## config.mk

```make
export PLATFORM = sky130hd
export DESIGN_NAME = decimal_display_frame_driver_top_flat
export DESIGN_NICKNAME = d
export VERILOG_FILES = /design/src/rtl/ddfd_pkg.sv /design/src/rtl/ddfd_if.sv /design/src/rtl/ddfd_front.sv /design/src/rtl/ddfd_queue.sv /design/src/rtl/ddfd_back.sv /design/src/rtl/decimal_display_frame_driver_top.sv /design/src/flat_wrapper.sv
export SDC_FILE = /design/constraint.sdc
export NUM_CORES = 1
export LEC_CHECK = 0
export ABC_AREA = 1
export BUFFER_PORTS_ARGS = -buffer_cell sky130_fd_sc_hd__buf_2
export CAP_MARGIN = 20
export CORE_MARGIN = 5
export CORE_UTILIZATION = 48
export DETAILED_ROUTE_END_ITERATION = 10
export GPL_TIMING_DRIVEN = 0
export REMOVE_ABC_BUFFERS = 1
export SLEW_MARGIN = 10
export SYNTH_ARGS = -nofsm -noshare
export SYNTH_HDL_FRONTEND = slang
export SYNTH_SLANG_ARGS = --single-unit
```

## constraint.sdc

```tcl
create_clock -name clk -period 4.1 [get_ports clk]
set_input_delay 0.205 -clock clk [delete_from_list [all_inputs] [get_ports clk]]
set_output_delay 0.205 -clock clk [all_outputs]
set_load 0.01 [all_outputs]
```

## src/rtl/ddfd_pkg.sv

```systemverilog
// Shared widths, constants and the command type of the decimal display frame driver.
package ddfd_pkg;

	localparam int VALUE_W     = 27;
	localparam int ADDR_W      = 4;
	localparam int CODE_W      = 4;
	localparam int COUNT_W     = 4;
	localparam int MAX_DIGITS  = 8;
	localparam int DIGITS_DEF  = 8;
	localparam int QUEUE_DEF   = 2;

	localparam logic [CODE_W-1:0] BLANK_CODE = 4'd15;

	typedef struct packed {
		logic [MAX_DIGITS-1:0][CODE_W-1:0] bcd;
		logic [COUNT_W-1:0]                ndig;
		logic                              blank;
	} cmd_t;

endpackage

```

## src/rtl/ddfd_if.sv

```systemverilog
// Valid/ready channel interfaces for input values and display frames.
interface ddfd_value_if;
	logic                         valid;
	logic                         ready;
	logic [ddfd_pkg::VALUE_W-1:0] value;

	modport source(output valid, output value, input ready);
	modport sink(input valid, input value, output ready);
endinterface

interface ddfd_frame_if;
	logic                        valid;
	logic                        ready;
	logic [ddfd_pkg::ADDR_W-1:0] digit_address;
	logic [ddfd_pkg::CODE_W-1:0] digit_code;
	logic                        last_frame;

	modport source(output valid, output digit_address, output digit_code, output last_frame,
		input ready);
	modport sink(input valid, input digit_address, input digit_code, input last_frame,
		output ready);
endinterface

```

## src/rtl/ddfd_front.sv

```systemverilog
// Front end: accepts a value, converts it to BCD one bit per cycle and classifies it.
module ddfd_front #(
	parameter int DIGITS = ddfd_pkg::DIGITS_DEF
) (
	input  logic                 clk,
	input  logic                 arst_n,
	ddfd_value_if.sink           values,
	output logic                 push,
	output ddfd_pkg::cmd_t       cmd,
	input  logic                 full
);

	localparam int BCD_W = DIGITS * ddfd_pkg::CODE_W;
	localparam int SH_W  = BCD_W + ddfd_pkg::VALUE_W;
	localparam int CNT_W = $clog2(ddfd_pkg::VALUE_W);
	localparam logic [ddfd_pkg::VALUE_W-1:0] LIMIT = ddfd_pkg::VALUE_W'(10 ** DIGITS - 1);
	localparam logic [CNT_W-1:0] LAST_BIT = CNT_W'(ddfd_pkg::VALUE_W - 1);

	typedef enum logic [2:0] {
		F_IDLE = 3'b001,
		F_CONV = 3'b010,
		F_PUSH = 3'b100
	} fstate_t;

	fstate_t                                   state_q;
	logic [ddfd_pkg::VALUE_W-1:0]              bin_q;
	logic [DIGITS-1:0][ddfd_pkg::CODE_W-1:0]   bcd_q;
	logic [CNT_W-1:0]                          cnt_q;
	logic [ddfd_pkg::COUNT_W-1:0]              lit_q;

	logic [DIGITS-1:0][ddfd_pkg::CODE_W-1:0]   adj;
	logic [SH_W-1:0]                           sh;
	logic [ddfd_pkg::COUNT_W-1:0]              ndig;
	logic                                      accept;

	assign values.ready = (state_q == F_IDLE);
	assign accept       = values.valid && values.ready;

	always_comb begin
		for (int i = 0; i < DIGITS; i++) begin
			adj[i] = (bcd_q[i] >= 4'd5) ? bcd_q[i] + 4'd3 : bcd_q[i];
		end
		sh = {adj, bin_q} << 1;
	end

	// Zero counts as one digit, so the count starts at one.
	always_comb begin
		ndig = ddfd_pkg::COUNT_W'(1);
		for (int i = 1; i < DIGITS; i++) begin
			if (bcd_q[i] != '0) begin
				ndig = ddfd_pkg::COUNT_W'(i + 1);
			end
		end
	end

	always_comb begin
		cmd.bcd = '0;
		for (int i = 0; i < DIGITS; i++) begin
			cmd.bcd[i] = bcd_q[i];
		end
		cmd.ndig  = ndig;
		cmd.blank = (ndig < lit_q);
	end

	assign push = (state_q == F_PUSH) && !full;

	always_ff @(posedge clk or negedge arst_n) begin
		if (!arst_n) begin
			state_q <= F_IDLE;
			lit_q   <= '0;
		end else begin
			unique case (state_q)
				F_IDLE: begin
					if (accept) begin
						state_q <= F_CONV;
					end
				end
				F_CONV: begin
					if (cnt_q == LAST_BIT) begin
						state_q <= F_PUSH;
					end
				end
				F_PUSH: begin
					if (!full) begin
						lit_q   <= ndig;
						state_q <= F_IDLE;
					end
				end
				default: state_q <= F_IDLE;
			endcase
		end
	end

	always_ff @(posedge clk) begin
		if (accept) begin
			bin_q <= (values.value > LIMIT) ? LIMIT : values.value;
			bcd_q <= '0;
			cnt_q <= '0;
		end else if (state_q == F_CONV) begin
			bcd_q <= sh[SH_W-1:ddfd_pkg::VALUE_W];
			bin_q <= sh[ddfd_pkg::VALUE_W-1:0];
			cnt_q <= cnt_q + 1'b1;
		end
	end

endmodule

```

## src/rtl/ddfd_queue.sv

```systemverilog
// Small command queue between the front end and the frame sequencer.
module ddfd_queue #(
	parameter int DEPTH = ddfd_pkg::QUEUE_DEF
) (
	input  logic           clk,
	input  logic           arst_n,
	input  logic           push,
	input  ddfd_pkg::cmd_t wdata,
	output logic           full,
	input  logic           pop,
	output ddfd_pkg::cmd_t rdata,
	output logic           empty
);

	localparam int AW = (DEPTH > 1) ? $clog2(DEPTH) : 1;
	localparam int CW = $clog2(DEPTH + 1);
	localparam logic [AW-1:0] LAST = AW'(DEPTH - 1);

	ddfd_pkg::cmd_t  mem_q [DEPTH];
	logic [AW-1:0]   wr_q;
	logic [AW-1:0]   rd_q;
	logic [CW-1:0]   count_q;

	assign full  = (count_q == CW'(DEPTH));
	assign empty = (count_q == '0);
	assign rdata = mem_q[rd_q];

	always_ff @(posedge clk) begin
		if (push) begin
			mem_q[wr_q] <= wdata;
		end
	end

	always_ff @(posedge clk or negedge arst_n) begin
		if (!arst_n) begin
			wr_q    <= '0;
			rd_q    <= '0;
			count_q <= '0;
		end else begin
			if (push) begin
				wr_q <= (wr_q == LAST) ? '0 : wr_q + 1'b1;
			end
			if (pop) begin
				rd_q <= (rd_q == LAST) ? '0 : rd_q + 1'b1;
			end
			if (push && !pop) begin
				count_q <= count_q + 1'b1;
			end else if (pop && !push) begin
				count_q <= count_q - 1'b1;
			end
		end
	end

endmodule

```

## src/rtl/ddfd_back.sv

```systemverilog
// Back end: turns one command into blanking and digit frames, one beat per ready cycle.
module ddfd_back #(
	parameter int DIGITS = ddfd_pkg::DIGITS_DEF
) (
	input  logic           clk,
	input  logic           arst_n,
	input  logic           empty,
	input  ddfd_pkg::cmd_t cmd,
	output logic           pop,
	ddfd_frame_if.source   frames
);

	localparam int IDX_W = $clog2(ddfd_pkg::MAX_DIGITS);
	localparam logic [ddfd_pkg::ADDR_W-1:0] TOP_POS = ddfd_pkg::ADDR_W'(DIGITS);

	typedef enum logic [2:0] {
		B_IDLE  = 3'b001,
		B_BLANK = 3'b010,
		B_DIGIT = 3'b100
	} bstate_t;

	bstate_t                                            state_q;
	logic [ddfd_pkg::MAX_DIGITS-1:0][ddfd_pkg::CODE_W-1:0] bcd_q;
	logic [ddfd_pkg::COUNT_W-1:0]                       ndig_q;
	logic [ddfd_pkg::ADDR_W-1:0]                        pos_q;
	logic                                               valid_q;
	logic [ddfd_pkg::ADDR_W-1:0]                        addr_q;
	logic [ddfd_pkg::CODE_W-1:0]                        code_q;
	logic                                               last_q;

	logic                                               can_load;
	logic                                               emit;
	logic [IDX_W-1:0]                                   idx;

	assign can_load = !valid_q || frames.ready;
	assign emit     = can_load && (state_q != B_IDLE);
	assign pop      = (state_q == B_IDLE) && !empty;
	assign idx      = IDX_W'(pos_q - 1'b1);

	assign frames.valid         = valid_q;
	assign frames.digit_address = addr_q;
	assign frames.digit_code    = code_q;
	assign frames.last_frame    = last_q;

	always_ff @(posedge clk or negedge arst_n) begin
		if (!arst_n) begin
			state_q <= B_IDLE;
			valid_q <= 1'b0;
		end else begin
			if (can_load) begin
				valid_q <= emit;
			end
			unique case (state_q)
				B_IDLE: begin
					if (!empty) begin
						state_q <= cmd.blank ? B_BLANK : B_DIGIT;
					end
				end
				B_BLANK: begin
					if (can_load && pos_q == TOP_POS) begin
						state_q <= B_DIGIT;
					end
				end
				B_DIGIT: begin
					if (can_load && pos_q == ddfd_pkg::ADDR_W'(1)) begin
						state_q <= B_IDLE;
					end
				end
				default: state_q <= B_IDLE;
			endcase
		end
	end

	always_ff @(posedge clk) begin
		if (pop) begin
			bcd_q  <= cmd.bcd;
			ndig_q <= cmd.ndig;
			pos_q  <= cmd.blank ? ddfd_pkg::ADDR_W'(1) : ddfd_pkg::ADDR_W'(cmd.ndig);
		end else if (emit) begin
			addr_q <= pos_q;
			if (state_q == B_BLANK) begin
				code_q <= ddfd_pkg::BLANK_CODE;
				last_q <= 1'b0;
				pos_q  <= (pos_q == TOP_POS) ? ddfd_pkg::ADDR_W'(ndig_q) : pos_q + 1'b1;
			end else begin
				code_q <= bcd_q[idx];
				last_q <= (pos_q == ddfd_pkg::ADDR_W'(1));
				pos_q  <= pos_q - 1'b1;
			end
		end
	end

endmodule

```

## src/rtl/decimal_display_frame_driver_top.sv

```systemverilog
// Top level of the decimal display frame driver.
// Each accepted value is clamped to DIGITS decimal digits, converted to BCD by a
// shift-and-add-3 unit that takes one input bit per cycle, and then sent out as
// display frames from a registered output, one frame per cycle while the sink is
// ready: DIGITS blanking frames first when the new value has fewer digits than
// the one shown before, then one frame per digit from the most significant
// position down to position 1, the last of them marked with last_frame. The
// converter takes a new value only when idle, after the value beat, the shift
// steps and the hand-over of the command to the queue, which waits while the
// queue is full. The frame sequencer fetches a command from the queue and then
// sends its frames, and a command queue of QUEUE_DEPTH entries (two by default)
// lets the converter work on the next value while frames of the previous one
// are still going out, so the converter sets the pace unless the sink holds
// frames back.
module decimal_display_frame_driver_top #(
	parameter int DIGITS      = ddfd_pkg::DIGITS_DEF,
	parameter int QUEUE_DEPTH = ddfd_pkg::QUEUE_DEF
) (
	input  logic         clk,
	input  logic         arst_n,
	ddfd_value_if.sink   values,
	ddfd_frame_if.source frames
);

	logic           push;
	logic           pop;
	logic           full;
	logic           empty;
	ddfd_pkg::cmd_t wcmd;
	ddfd_pkg::cmd_t rcmd;

	ddfd_front #(.DIGITS(DIGITS)) u_front (
		.clk   (clk),
		.arst_n(arst_n),
		.values(values),
		.push  (push),
		.cmd   (wcmd),
		.full  (full)
	);

	ddfd_queue #(.DEPTH(QUEUE_DEPTH)) u_queue (
		.clk   (clk),
		.arst_n(arst_n),
		.push  (push),
		.wdata (wcmd),
		.full  (full),
		.pop   (pop),
		.rdata (rcmd),
		.empty (empty)
	);

	ddfd_back #(.DIGITS(DIGITS)) u_back (
		.clk   (clk),
		.arst_n(arst_n),
		.empty (empty),
		.cmd   (rcmd),
		.pop   (pop),
		.frames(frames)
	);

endmodule
```

## src/flat_wrapper.sv

```systemverilog
// flat-port wrapper written by rule: the top's interface ports become plain ports
module decimal_display_frame_driver_top_flat 
#(
	parameter int DIGITS      = ddfd_pkg::DIGITS_DEF,
	parameter int QUEUE_DEPTH = ddfd_pkg::QUEUE_DEF
)
  (clk, arst_n, values_valid, values_value, values_ready, frames_valid, frames_digit_address, frames_digit_code, frames_last_frame, frames_ready);
  ddfd_value_if values_i ();
  ddfd_frame_if frames_i ();
  input  logic clk;
  input  logic arst_n;
  input wire logic [$bits(values_i.valid)-1:0] values_valid;
  input wire logic [$bits(values_i.value)-1:0] values_value;
  output wire logic [$bits(values_i.ready)-1:0] values_ready;
  output wire logic [$bits(frames_i.valid)-1:0] frames_valid;
  output wire logic [$bits(frames_i.digit_address)-1:0] frames_digit_address;
  output wire logic [$bits(frames_i.digit_code)-1:0] frames_digit_code;
  output wire logic [$bits(frames_i.last_frame)-1:0] frames_last_frame;
  input wire logic [$bits(frames_i.ready)-1:0] frames_ready;
  assign values_i.valid = values_valid;
  assign values_i.value = values_value;
  assign values_ready = values_i.ready;
  assign frames_valid = frames_i.valid;
  assign frames_digit_address = frames_i.digit_address;
  assign frames_digit_code = frames_i.digit_code;
  assign frames_last_frame = frames_i.last_frame;
  assign frames_i.ready = frames_ready;
  decimal_display_frame_driver_top #(.DIGITS(DIGITS), .QUEUE_DEPTH(QUEUE_DEPTH)) u_core (.clk(clk), .arst_n(arst_n), .values(values_i), .frames(frames_i));
endmodule
```

* Word level (Yosys, flattened, before mapping)
Memories as Yosys holds them, arrays and structs flattened.
Index checks and enable logic that the tools add are counted.
** Storage, ports and cells
- Output and inout bits :: 11
- Memories kept :: 1
- Bits in writable memories :: 74
- Logic and storage cells :: 145
- Register bits after elaboration :: 128
** Cells by class
- Bitwise gates (word level) :: 2
- Reduce and logical (&&, ||, !) cells :: 29
- Order comparisons :: 11
- Add/subtract/negate cells :: 15
- Equality and inequality tests :: 17
- Mux-type cells :: 40
** Memories
- u_core.u_queue.mem_q :: depth 2, width 37, rd ports 1, clocked after Yosys merged registers in 0, wr ports 1, RTL line ddfd_queue.sv:19 : ddfd_pkg::cmd_t mem_q [DEPTH];
** Operators with widths (number)
- 27-bit 2-to-1 mux :: 3
- 4-bit 2-to-1 mux :: 19
- 4-bit by 3-bit >= comparator with 1-bit output, second input constant :: 8
- 4-bit by 2-bit adder with 4-bit output, second input constant :: 7
- 4-bit nonzero test :: 7
- 27-bit greater-than comparator, second input constant :: 1
- 3-bit 2-to-1 mux :: 8
- 3-bit case mux with 3 select lines :: 2
- 4-bit binary-select mux with 3-bit select :: 1
- 2-bit != test, second input constant :: 5
- 1-bit logical AND :: 8
- 3-bit by 1-bit == test with 1-bit output, second input constant :: 2
- 3-bit by 2-bit == test with 1-bit output, second input constant :: 2
- 3-bit == test, second input constant :: 2
- 2-bit 2-to-1 mux :: 3
- 3-bit AND reduction :: 2
- 2-bit nonzero test :: 3
- 5-bit by 1-bit adder with 5-bit output, second input constant :: 1
- 5-bit == test, second input constant :: 1
- 1-bit logical NOT :: 5
- 4-bit by 1-bit adder with 4-bit output, second input constant :: 1
- 4-bit by 1-bit == test with 1-bit output, second input constant :: 1
- 4-bit == test, second input constant :: 1
- 3-bit by 4-bit < comparator with 1-bit output, second input constant :: 1
- 14 further kinds :: 20

* Depth between registers and ports, before layout
Gate-level depths: netlist of run 1.
- Word-level depth :: 9
- Gate-level depth with buffers :: 14
- Gate-level depth less buffers :: 14

* Cells and area by module
Synthesis of run 1 repeated with hierarchy kept, for this count alone.
** Unflattened totals
- Cell total of the unflattened synthesis :: 817
- Area total of the unflattened synthesis :: 9067.4 sq um
** By module, submodules not included
- ddfd_front :: area each 3777.4 sq um, cells an instance 468, instances 1
- ddfd_queue :: area each 2959.1 sq um, cells an instance 140, instances 1
- ddfd_back :: area each 2331.0 sq um, cells an instance 209, instances 1

* Worst setup path before layout of run 1
OpenSTA, ideal clock, no wires.
- Kind :: register to register
- Start :: register u_core.u_front.state_q[1]
- End :: memory u_core.u_queue.mem_q[0][0] (netlist name) (enable)
- Required time :: 3.669 ns
- Setup slack :: 1.128 ns
- Data arrival time :: 2.541 ns
- Buffers on the path :: 0
- Library setup time :: 0.431 ns
- Stages on the path, launching flop included :: 6
- Path through :: dfrtp_1 nor2_1 nand2_1 a21oi_2 inv_1 nor2_1
** On the way
- Word-level cells in the longest chain between the ends :: 4
** Ends and longest elaborated chain
- from (decl) :: RTL line ddfd_front.sv:25 : fstate_t state_q;
- from (signal assigned) :: RTL line ddfd_front.sv:69 : state_q <= F_IDLE;
- from (signal assigned) :: RTL line ddfd_front.sv:75 : state_q <= F_CONV;
- from (signal assigned) :: RTL line ddfd_front.sv:80 : state_q <= F_PUSH;
- 3-bit == test :: RTL line ddfd_front.sv:65 : assign push = (state_q == F_PUSH) && !full;
- 1-bit logical AND :: RTL line ddfd_front.sv:65
- via u_core.push :: RTL line decimal_display_frame_driver_top.sv:25 : logic push;
- 1-bit 2-to-1 mux :: RTL line ddfd_queue.sv:29 : if (push) begin
- 1-bit 2-to-1 mux (not written as such) :: RTL line ddfd_queue.sv:30 : mem_q[wr_q] <= wdata;
- to (decl) :: RTL line ddfd_queue.sv:19
The timed path passes the listed nets, and every way through them passes these cells.

* Worst setup path after layout of run 1
- Start :: register u_core.u_back.pos_q[0] (netlist name)
- End :: register u_core.u_back.code_q (netlist bit u_core.u_back.frames.digit_code[0]) (data pin)
** On the way
- Word-level cells in the longest chain between the ends :: 3
** Ends and longest elaborated chain
- from (decl) :: RTL line ddfd_back.sv:25 : logic [ddfd_pkg::ADDR_W-1:0] pos_q;
- from (signal assigned) :: RTL line ddfd_back.sv:78 : pos_q <= cmd.blank ? ddfd_pkg::ADDR_W'(1) : ddfd_pkg::ADDR_W'(cmd.ndig);
- from (signal assigned) :: RTL line ddfd_back.sv:84 : pos_q <= (pos_q == TOP_POS) ? ddfd_pkg::ADDR_W'(ndig_q) : pos_q + 1'b1;
- from (signal assigned) :: RTL line ddfd_back.sv:88 : pos_q <= pos_q - 1'b1;
- 4-bit by 1-bit subtractor with 4-bit output
- 4-bit binary-select mux with 3-bit select :: RTL line ddfd_back.sv:86 : code_q <= bcd_q[idx];
- 4-bit 2-to-1 mux (not written as such) :: RTL line ddfd_back.sv:86
- to (signal assigned) :: RTL line ddfd_back.sv:82 : code_q <= ddfd_pkg::BLANK_CODE;
- to (signal assigned) :: RTL line ddfd_back.sv:86
- to (decl) :: RTL line ddfd_back.sv:28 : logic [ddfd_pkg::CODE_W-1:0] code_q;
Every way passes these cells. The select of a mux whose other input is x is not followed.
A chain may end at the register's enable or synchronous reset.

==> flow_summary.json, run 1 <==
{
  "crit_fanout": 21,
  "post_cts_buffers": 0,
  "yosysMostFrequentCell": "edfxtp_1",
  "antenna_found_initial": 0,
  "overflow": 0,
  "cp.required_ns": 4.35,
  "place_area_um2": 9500,
  "drc": 0,
  "dieArea_um2": 21600,
  "drv_cap": 0,
  "start_util_pct": 48.4,
  "fmax_mhz": 298,
  "fin_cells": 1071,
  "first_iter_violations": 422,
  "grt_pass1_vias": 5752,
  "synth_ff_type": "edfxtp_1",
  "yosysTopAreaCell": "edfxtp_1",
  "port_buffers": 41,
  "routedWlPerCell_um": 15.7,
  "startpoint": "u_core.u_back.pos_q[0]",
  "arrival_ns": 3.60,
  "wl_met1_um": 7520,
  "drt-total-wl_um": 16900,
  "die_h_um": 147,
  "setup_violations": 0,
  "ant_nets": 0,
  "via_per_inst": 5.37,
  "dpl.cell_count": 1032,
  "rows": 50,
  "skew_ns": 0.0174,
  "vias": 5754,
  "clock_latency_ns": 0.49,
  "fin_crit_ns": 3.35,
  "r2r_setup_slack_ns": 0.75,
  "finalMaxSlewViolations": 0,
  "critPathLaunchType": "register",
  "nets": 879,
  "crit_path_end_kind": "register",
  "crit_type": "register to register",
  "reg2reg_depth": 9,
  "cts_root_buffer": "clkbuf_16",
  "dr_wl_met3_um": 849,
  "synth_edf_count": 150,
  "max_slew_margin_pct": 36.1,
  "period_share_pct": 81.8,
  "pwr_density_cell_nw_per_um2": 774,
  "gp_congestion": 0.771,
  "worst_ir_drop_vdd_mv": 0.288,
  "r2r-end": "u_core.u_back.frames.digit_code[0]",
  "clockBufferDepth": 3,
  "synth_top_area_share_pct": 50.1,
  "endpoint": "u_core.u_back.frames.digit_code[0]",
  "highest_layer": "met4",
  "rsz0062_at_grt": "false",
  "hp-class": "primary input to register",
  "synth-seq-cells": 202,
  "core_um2": 18600,
  "syn_area_um2": 8990,
  "ys_seq_area_share_pct": 62.5,
  "cts_sinks": 202,
  "cts_max_level": 1,
  "boundaryPins": 42,
  "p_leak_nw": 3.97,
  "syn_avg_cell_area_um2": 11.6,
  "r2r-start": "u_core.u_back.pos_q[0]",
  "async_reset_ff_share_pct": 7.43,
  "synth_cells": 777,
  "first_pass_iters": 5,
  "synth_area_leaders": "edfxtp_1 50%, dfxtp_1 8.2%, mux2_2 4.1%",
  "timing.final.ws_setup_ns": 0.746,
  "yosysWarnings": 0,
  "finalHoldViolations": 0,
  "ys_types": 46,
  "place_ws_ns": 0.816,
  "final_cell_area_um2": 10100,
  "path_clk_slew_ns": 0.06,
  "status": "finished clean",
  "synth_commonest_cells": "150 x edfxtp_1, 89 x inv_1, 86 x nand2_1",
  "drive_gt1_share_pct": 17.8,
  "die_x_um": 147,
  "grt_pass1_wl_um": 28000,
  "holdWs_ns": 0.0320,
  "diodes": 0,
  "syn2layout_area_growth_pct": 12.8,
  "cts_tree": "yes",
  "grt_max_degree": 47,
  "hpwl_um": 11400,
  "track_usage_pct": 15.7,
  "numCtsBuffers": 21,
  "wl_met2_um": 8220,
  "setup_tns_ns": 0,
  "worst_slew_pin_slew_ns": 0.956
}
[final cells by class]
type | count | area [µm²]
multi-input cells | 458 | 2910
clock inverters | 7 | 60.1
well taps | 234 | 293
fillers | 1564 | 8440
flip-flops and latches | 202 | 5620
repair buffers | 48 | 348
inverters | 92 | 345
clock buffers | 30 | 559
[sequential cells by signal (all words and copies together), names as in the netlist]
signal                              count
u_core.u_queue.wr_q                     1
u_core.u_queue.rd_q                     1
u_core.u_back.frames.valid              1
u_core.u_queue.mem_q                   74
u_core.u_back.frames.digit_code         4
u_core.u_front.bin_q                   27
u_core.u_back.frames.last_frame         1
u_core.u_back.state_q                   3
u_core.u_front.cnt_q                    5
u_core.u_back.frames.digit_address      4
u_core.u_back.bcd_q                    32
u_core.u_front.cmd                     32
u_core.u_back.ndig_q                    4
u_core.u_back.pos_q                     4
u_core.u_front.state_q                  3
u_core.u_queue.count_q                  2
u_core.u_front.lit_q                    4
[metal layers]
metal / GRT usage (%) / up-vias
li1: - / 2831
met1: 20.4 / 2769
met2: 27.4 / 127
met3: 2.53 / 27
met4: 4.05 / 0
met5: 0 / -
[stage by stage]
stage,power (W),util (%)
CTS,0.00793,54.6
global placement,0.00597,50.4
floorplan,0.00527,-
global route,0.00840,54.6
detailed placement,0.00616,51.1
finish,0.00785,54.6
[report_power, final]
part,total (W),internal [W],switching [W]
Combinational,0.00264,0.00102,0.00162
Clock,0.00174,0.00101,0.000726
Sequential,0.00347,0.00308,0.000391
[worst min path at each step]
stage / startpoint / end / depth (start not counted)
final: values_value[10] / u_core.u_front.bin_q[10] / 3
after detailed placement: arst_n / u_core.u_back.frames.valid / 1
after floorplan: arst_n / u_core.u_back.frames.valid / 0
after CTS: values_value[10] / u_core.u_front.bin_q[10] / 3
after global placement: arst_n / u_core.u_back.frames.valid / 1
after global routing: values_value[10] / u_core.u_front.bin_q[10] / 3
[critical path: stages (launching register included)]
cell and delay (ns):
edfxtp_1 0.81, clkinv_1 0.70, ha_1 0.74, inv_1 0.26, o21ai_0 0.15, o22ai_1 0.13
nor2_1 0.10, nor2_1 0.05, a21oi_1 0.12, inv_1 0.05
[cell usage in the layout (no fill, tap or decap), drive strengths merged, types with 2 or more instances in the layout]
cell type    Yosys  routed
ha              25      25
o221ai           6       6
o211ai           9       9
a21oi           42      42
xnor2            3       3
xor2            13      13
a21o             2       2
o31ai            2       2
o311ai           3       3
dfxtp           37      37
o32ai            3       3
clkbuf           8      30
nand4            7       7
nor2            71      71
or2              6       6
nand2           88      88
mux2            33      33
edfxtp         150     150
dfrtp           13      13
a2bb2oi         16      16
nand3           32      32
clkinv           1       6
o22ai            5       5
dfstp            2       2
inv             91      92
dlygate4sd3      0       2
o21ai           72      72
buf             17      46
nor3            16      16
[kinds of logic (layout without fill, tap and decap cells)]
logic type                 Yosys count  after routing  share of synthesized area, %
and+or+nand+nor                    220            220                          10.9
AOI/OAI and AO/OA                  164            164                          12.1
buffers and inverters              117            177                          5.29
DFF                                202            202                          62.5
xor gates and xnor gates            16             16                          1.56
muxes                               33             33                          4.13
adders and majority gates           25             25                          3.48
[timing repair]
item | CTS | global route
hold endpoints to repair | 16 | 0
hold buffers | 2 | 0
gates resized for setup | 0 | 0
Note: power is estimated with default switching activity, not from simulation.
==> run 2, diff against run 1 <==
--- a/config.mk
+++ b/config.mk
@@ -12,6 +12,7 @@
 export CORE_UTILIZATION = 48
 export DETAILED_ROUTE_END_ITERATION = 10
 export GPL_TIMING_DRIVEN = 0
+export PLACE_DENSITY = 0.67
 export REMOVE_ABC_BUFFERS = 1
 export SLEW_MARGIN = 10
 export SYNTH_ARGS = -nofsm -noshare
==> constraint.sdc (replaced) <==
create_clock -name clk -period 2.7 [get_ports clk]
set_input_delay 0.135 -clock clk [delete_from_list [all_inputs] [get_ports clk]]
set_output_delay 0.135 -clock clk [all_outputs]
set_load 0.01 [all_outputs]
==> flow_summary.json, run 2 (synthesis gave the netlist of run 1 again) <==
{
  "status": "finished clean",
  "skew_ns": 0.00737,
  "cp.depth": 10,
  "r2r_setup_slack_ns": 0.24,
  "start_util_pct": 48.4,
  "clock_latency_ns": 0.48,
  "min_path_cells": 3,
  "worst_slew_pin_slew_ns": 0.963,
  "arrival_ns": 2.77,
  "cts_tree": "yes",
  "grt_max_degree": 47,
  "crit_path_end_kind": "register",
  "numCtsBuffers": 21,
  "core_um2": 18600,
  "clockBufferDepth": 3,
  "combinationalPowerShare_pct": 33.7,
  "boundaryPins": 42,
  "grt_pass1_vias": 5579,
  "die_x_um": 147,
  "gp_congestion": 0.794,
  "path_clk_slew_ns": 0.06,
  "largest_reg_flops": 74,
  "die_h_um": 147,
  "power.switching_w": 0.00421,
  "cts_max_level": 1,
  "critPathTopFamily": "compound AO/OA/AOI/OAI gates",
  "critPathLaunchType": "register",
  "crit_fanout": 5,
  "finalMaxSlewViolations": 0,
  "power.share.switching_pct": 34.7,
  "path_buf_inv": 2,
  "first_pass_iters": 4,
  "r2r-end": "u_core.u_queue.mem_q[0][0]",
  "drt-total-wl_um": 17200,
  "drive_gt1_share_pct": 18.9,
  "fin_crit_ns": 2.46,
  "max_slew_margin_pct": 35.6,
  "pwr_density_cell_nw_per_um2": 1180,
  "rsz0062_at_grt": "false",
  "vias": 5714,
  "startpoint": "u_core.u_front.cmd[17]",
  "slowest_stage": "a21oi_1",
  "finalHoldViolations": 0,
  "grt_pass1_wl_um": 28100,
  "top_register": "u_core.u_queue.mem_q",
  "antenna_found_initial": 0,
  "drv_cap": 0,
  "reg2reg_depth": 10,
  "slowest_delay_ns": 0.40,
  "worst_ir_drop_vdd_mv": 0.546,
  "crit_type": "register to register",
  "cts_sinks": 202,
  "drc": 0,
  "final_cell_mix": "150 x edfxtp_1, 89 x inv_1, 85 x nand2_1",
  "cp.required_ns": 3.01,
  "overflow": 0,
  "hp-class": "primary input to register",
  "setup_violations": 0,
  "r2r-start": "u_core.u_front.cmd[17]",
  "ant_nets": 0,
  "hpwl_um": 10700,
  "diodes": 0,
  "internal_power_w": 0.00794,
  "seqPwrFrac_pct": 43.2,
  "p_leak_nw": 4.05,
  "cts_root_buffer": "clkbuf_16",
  "endpoint": "u_core.u_queue.mem_q[0][0]",
  "dieArea_um2": 21600,
  "nets": 892,
  "path_cells": "inv_1 -> ha_1 -> inv_1 -> nor3_1 -> o311ai_0 -> a21oi_1 -> ha_1 -> nand2_1 -> nand2_1 -> a21oi_1",
  "routedWlPerCell_um": 15.8,
  "clock_power_share_pct": 23.2,
  "rows": 50,
  "via_per_inst": 5.27,
  "layout_commonest_cell": "edfxtp_1",
  "syn2layout_area_growth_pct": 14.8,
  "first_iter_violations": 367,
  "track_usage_pct": 15.9,
  "port_buffers": 41,
  "fmax_mhz": 406,
  "utilization_pct": 55.6,
  "holdWs_ns": 0.0215,
  "period_share_pct": 91.2
}
## run 2: cell types whose count changed in the layout (fill, tap and decap cells not counted), sizes merged
cell / delta
bufinv: +1
clkinvlp: +1
buf: +2
clkbuf: -4
nor2: +2
inv: -1
dlygate4sd3: +9
clkinv: +3
## run 2: repair_timing
item / 4_1_cts / 5_1_grt
gates cloned: 2 / 0
pin swaps: 1 / 0
setup endpoints to repair: 22 / 1
hold buffers: 11 / 0
buffers inserted: 2 / 0
endpoints found under the hold margin: 25 / 0
gates resized for setup: 2 / 1
## run 2: worst min path at each step
stage | from | end
finish | values_valid | u_core.u_front.state_q[0]
CTS | values_value[22] | u_core.u_front.bin_q[22]
global route | values_value[14] | u_core.u_front.bin_q[14]
floorplan | arst_n | u_core.u_back.frames.valid
detailed placement | arst_n | u_core.u_back.frames.valid
global placement | arst_n | u_core.u_back.frames.valid
## run 2: metal layers
layer,up-vias,GRT usage [%],part of all wire (%)
met1,2720,20.9,45
met5,-,0,0
li1,2857,-,-
met3,15,2.62,5.0
met2,122,28.2,49
met4,0,3.06,1.0
## run 2: per-stage QoR
stage                     setup slack, ns  cell area (µm²)  power [W]  setup TNS [ns]  instances
after floorplan                    -0.272             8860    0.00800          -20.12        752
after global placement              -1.39             9360    0.00909         -126.46       1027
after detailed placement           -0.668             9480    0.00930           -3.97       1031
after CTS                           0.114            10300     0.0123               0       1083
after global routing              0.00155            10300     0.0130               0       1084
final                               0.238            10300     0.0122               0       1084
## run 2: cell type report
type	count	area (µm²)
tap	234	293
inverter	92	349
clock buffer	26	574
multi-input combinational	460	2930
timing repair buffer	59	448
clock inverter	11	104
sequential	202	5620
fill	1520	8260
## run 2: worst min-delay path, cell delays in order
cell and delay [ns]:
buf_2 0.10, nor2_1 0.05, a31o_2 0.21
## run 2: power by group through the flow
stage	Clock (W)	Sequential (W)	Combinational, W
detailed placement	0	0.00535	0.00394
finish	0.00281	0.00525	0.00409
CTS	0.00288	0.00526	0.00412
global route	0.00301	0.00537	0.00463
global placement	0	0.00539	0.00371
floorplan	0	0.00523	0.00276
==> run 3, diff against run 2 <==
--- a/config.mk
+++ b/config.mk
@@ -8,11 +8,13 @@
 export ABC_AREA = 1
 export BUFFER_PORTS_ARGS = -buffer_cell sky130_fd_sc_hd__buf_2
 export CAP_MARGIN = 20
+export CELL_PAD_IN_SITES_DETAIL_PLACEMENT = 1
+export CELL_PAD_IN_SITES_GLOBAL_PLACEMENT = 1
 export CORE_MARGIN = 5
-export CORE_UTILIZATION = 48
+export CORE_UTILIZATION = 45
 export DETAILED_ROUTE_END_ITERATION = 10
 export GPL_TIMING_DRIVEN = 0
-export PLACE_DENSITY = 0.67
+export PLACE_DENSITY_LB_ADDON = 0.1
 export REMOVE_ABC_BUFFERS = 1
 export SLEW_MARGIN = 10
 export SYNTH_ARGS = -nofsm -noshare
==> flow_summary.json, run 3 (synthesis gave the netlist of run 1 again) <==
{
  "crit_fanout": 11,
  "max_slew_margin_pct": 44.4,
  "diodes": 0,
  "final-seq-area_um2": 5620,
  "via_per_inst": 5.31,
  "power.switching_w": 0.00447,
  "cp.required_ns": 3.08,
  "drc": 0,
  "finalHoldViolations": 0,
  "skew_ns": 0.00718,
  "setup_violations": 0,
  "layout_commonest_cell": "edfxtp_1",
  "hpwl_um": 13500,
  "fill_cells": 2074,
  "core_um2": 19600,
  "cts_sinks": 202,
  "cts_root_buffer": "clkbuf_16",
  "numCtsBuffers": 22,
  "combinationalPowerShare_pct": 34.8,
  "boundaryPins": 42,
  "cts_max_level": 1,
  "crit_path_end_kind": "register",
  "drv_cap": 0,
  "rsz0062_at_grt": "false",
  "internal_power_w": 0.00805,
  "p_leak_nw": 4.12,
  "largest_reg_flops": 74,
  "clock_latency_ns": 0.50,
  "final_cell_mix": "150 x edfxtp_1, 89 x inv_1, 85 x nand2_1",
  "drive_gt1_share_pct": 19.4,
  "finalMaxSlewViolations": 0,
  "period_share_pct": 92.0,
  "syn2layout_area_growth_pct": 17.0,
  "die_x_um": 151,
  "vias": 5999,
  "drt-total-wl_um": 20200,
  "fmax_mhz": 403,
  "grt_max_degree": 47,
  "status": "finished clean",
  "overflow": 0,
  "track_usage_pct": 18.3,
  "crit_type": "register to register",
  "critPathLaunchType": "register",
  "setup_tns_ns": 0,
  "top_register": "u_core.u_queue.mem_q",
  "gp_congestion": 0.792,
  "die_h_um": 151,
  "start_util_pct": 45.9,
  "p_total_w": 0.0125,
  "clockBufferDepth": 3,
  "multi_input_area_um2": 2940,
  "pwr_density_cell_nw_per_um2": 1190,
  "grt_pass1_wl_um": 33200,
  "first_pass_iters": 4,
  "dieArea_um2": 22900,
  "ant_nets": 0,
  "worst_slew_pin_slew_ns": 0.829,
  "power.share.switching_pct": 35.7,
  "routedWlPerCell_um": 17.9,
  "arrival_ns": 2.86,
  "worst_ir_drop_vdd_mv": 0.483,
  "first_iter_violations": 308,
  "holdWs_ns": 0.0272,
  "rows": 51,
  "fin_crit_ns": 2.48,
  "path_clk_slew_ns": 0.06,
  "nets": 904,
  "clock_power_share_pct": 23.1,
  "cts_tree": "yes",
  "antenna_found_initial": 0,
  "hp-class": "primary input to register",
  "grt_pass1_vias": 6508,
  "seqPwrFrac_pct": 42.1,
  "port_buffers": 41
}
==> run 3: cell count changes in the layout (fill, tap and decap cells not counted), sizes merged <==
cell / previous run / this run
dlygate4sd3: 11 / 18
clkbuf: 26 / 31
buf: 48 / 52
bufinv: 2 / 1
clkinv: 9 / 8
==> run 3: stage by stage <==
step	instance area, µm²	instances	util [%]	setup WS [ns]
5_1_grt	10500	1129	53.7	0.0117
3_3_place_gp	9400	1058	48.0	-1.34
4_1_cts	10400	1123	53.3	0.0249
3_5_place_dp	9530	1062	48.6	-0.678
2_1_floorplan	8860	752	-	-0.272
6_report	10500	1129	53.7	0.217
==> run 3: repair_timing <==
item | CTS | global route
hold buffers | 18 | 0
resized for setup | 5 | 2
setup endpoints to repair | 52 | 6
gates cloned | 2 | 0
endpoints found under the hold margin | 32 | 0
pin swaps | 1 | 0
buffers inserted | 1 | 3
==> run 3: area by class of cell <==
class                           count  area share (%)
Tap cell                          265            3.15
Inverter                           92            3.34
Clock buffer                       31            5.95
Clock inverter                      9           0.666
Sequential cell                   202            53.4
Timing Repair Buffer               70            5.52
Multi-Input combinational cell    460            27.9
==> run 3: final timing paths <==
kind                                           from                          to  slack [ns]  depth (start not counted)
setup / recovery           u_core.u_back.state_q[0]   u_core.u_queue.count_q[1]        0.22                          9
hold / removal                      values_value[2]     u_core.u_front.bin_q[2]        0.03                          3
setup reg to reg           u_core.u_back.state_q[0]   u_core.u_queue.count_q[1]        0.22                          9
hold reg to reg             u_core.u_front.cnt_q[4]     u_core.u_front.cnt_q[4]        0.49                          2
max in group asynchronous                    arst_n   u_core.u_front.state_q[0]        2.32                          2
min in group asynchronous                    arst_n  u_core.u_back.frames.valid        0.07                          2
==> run 3: power groups by stage <==
stage               sequential [W]  clock, W  combinational [W]
floorplan                  0.00523         0            0.00276
CTS                        0.00530   0.00296            0.00430
detailed placement         0.00537         0            0.00414
global placement           0.00538         0            0.00370
finish                     0.00527   0.00289            0.00436
global route               0.00537   0.00311            0.00486
==> run 3: worst max-delay path: stages, from the launching register on <==
cell and delay (ns):
dfstp_2 0.53, inv_1 0.06, nor3_2 0.22, inv_1 0.24, nor2_4 0.35, inv_1 0.17
ha_1 0.36, a21oi_1 0.14, o21ai_0 0.12, xor2_1 0.15
==> run 3: metal layers <==
layer  global-route usage, %  up-vias  part of all wire, %
met1                    22.0     2960                   42
met3                    2.90       36                  4.2
met5                       0        -                    0
met2                    33.7      117                   51
li1                        -     2886                    -
met4                    5.44        0                  2.4
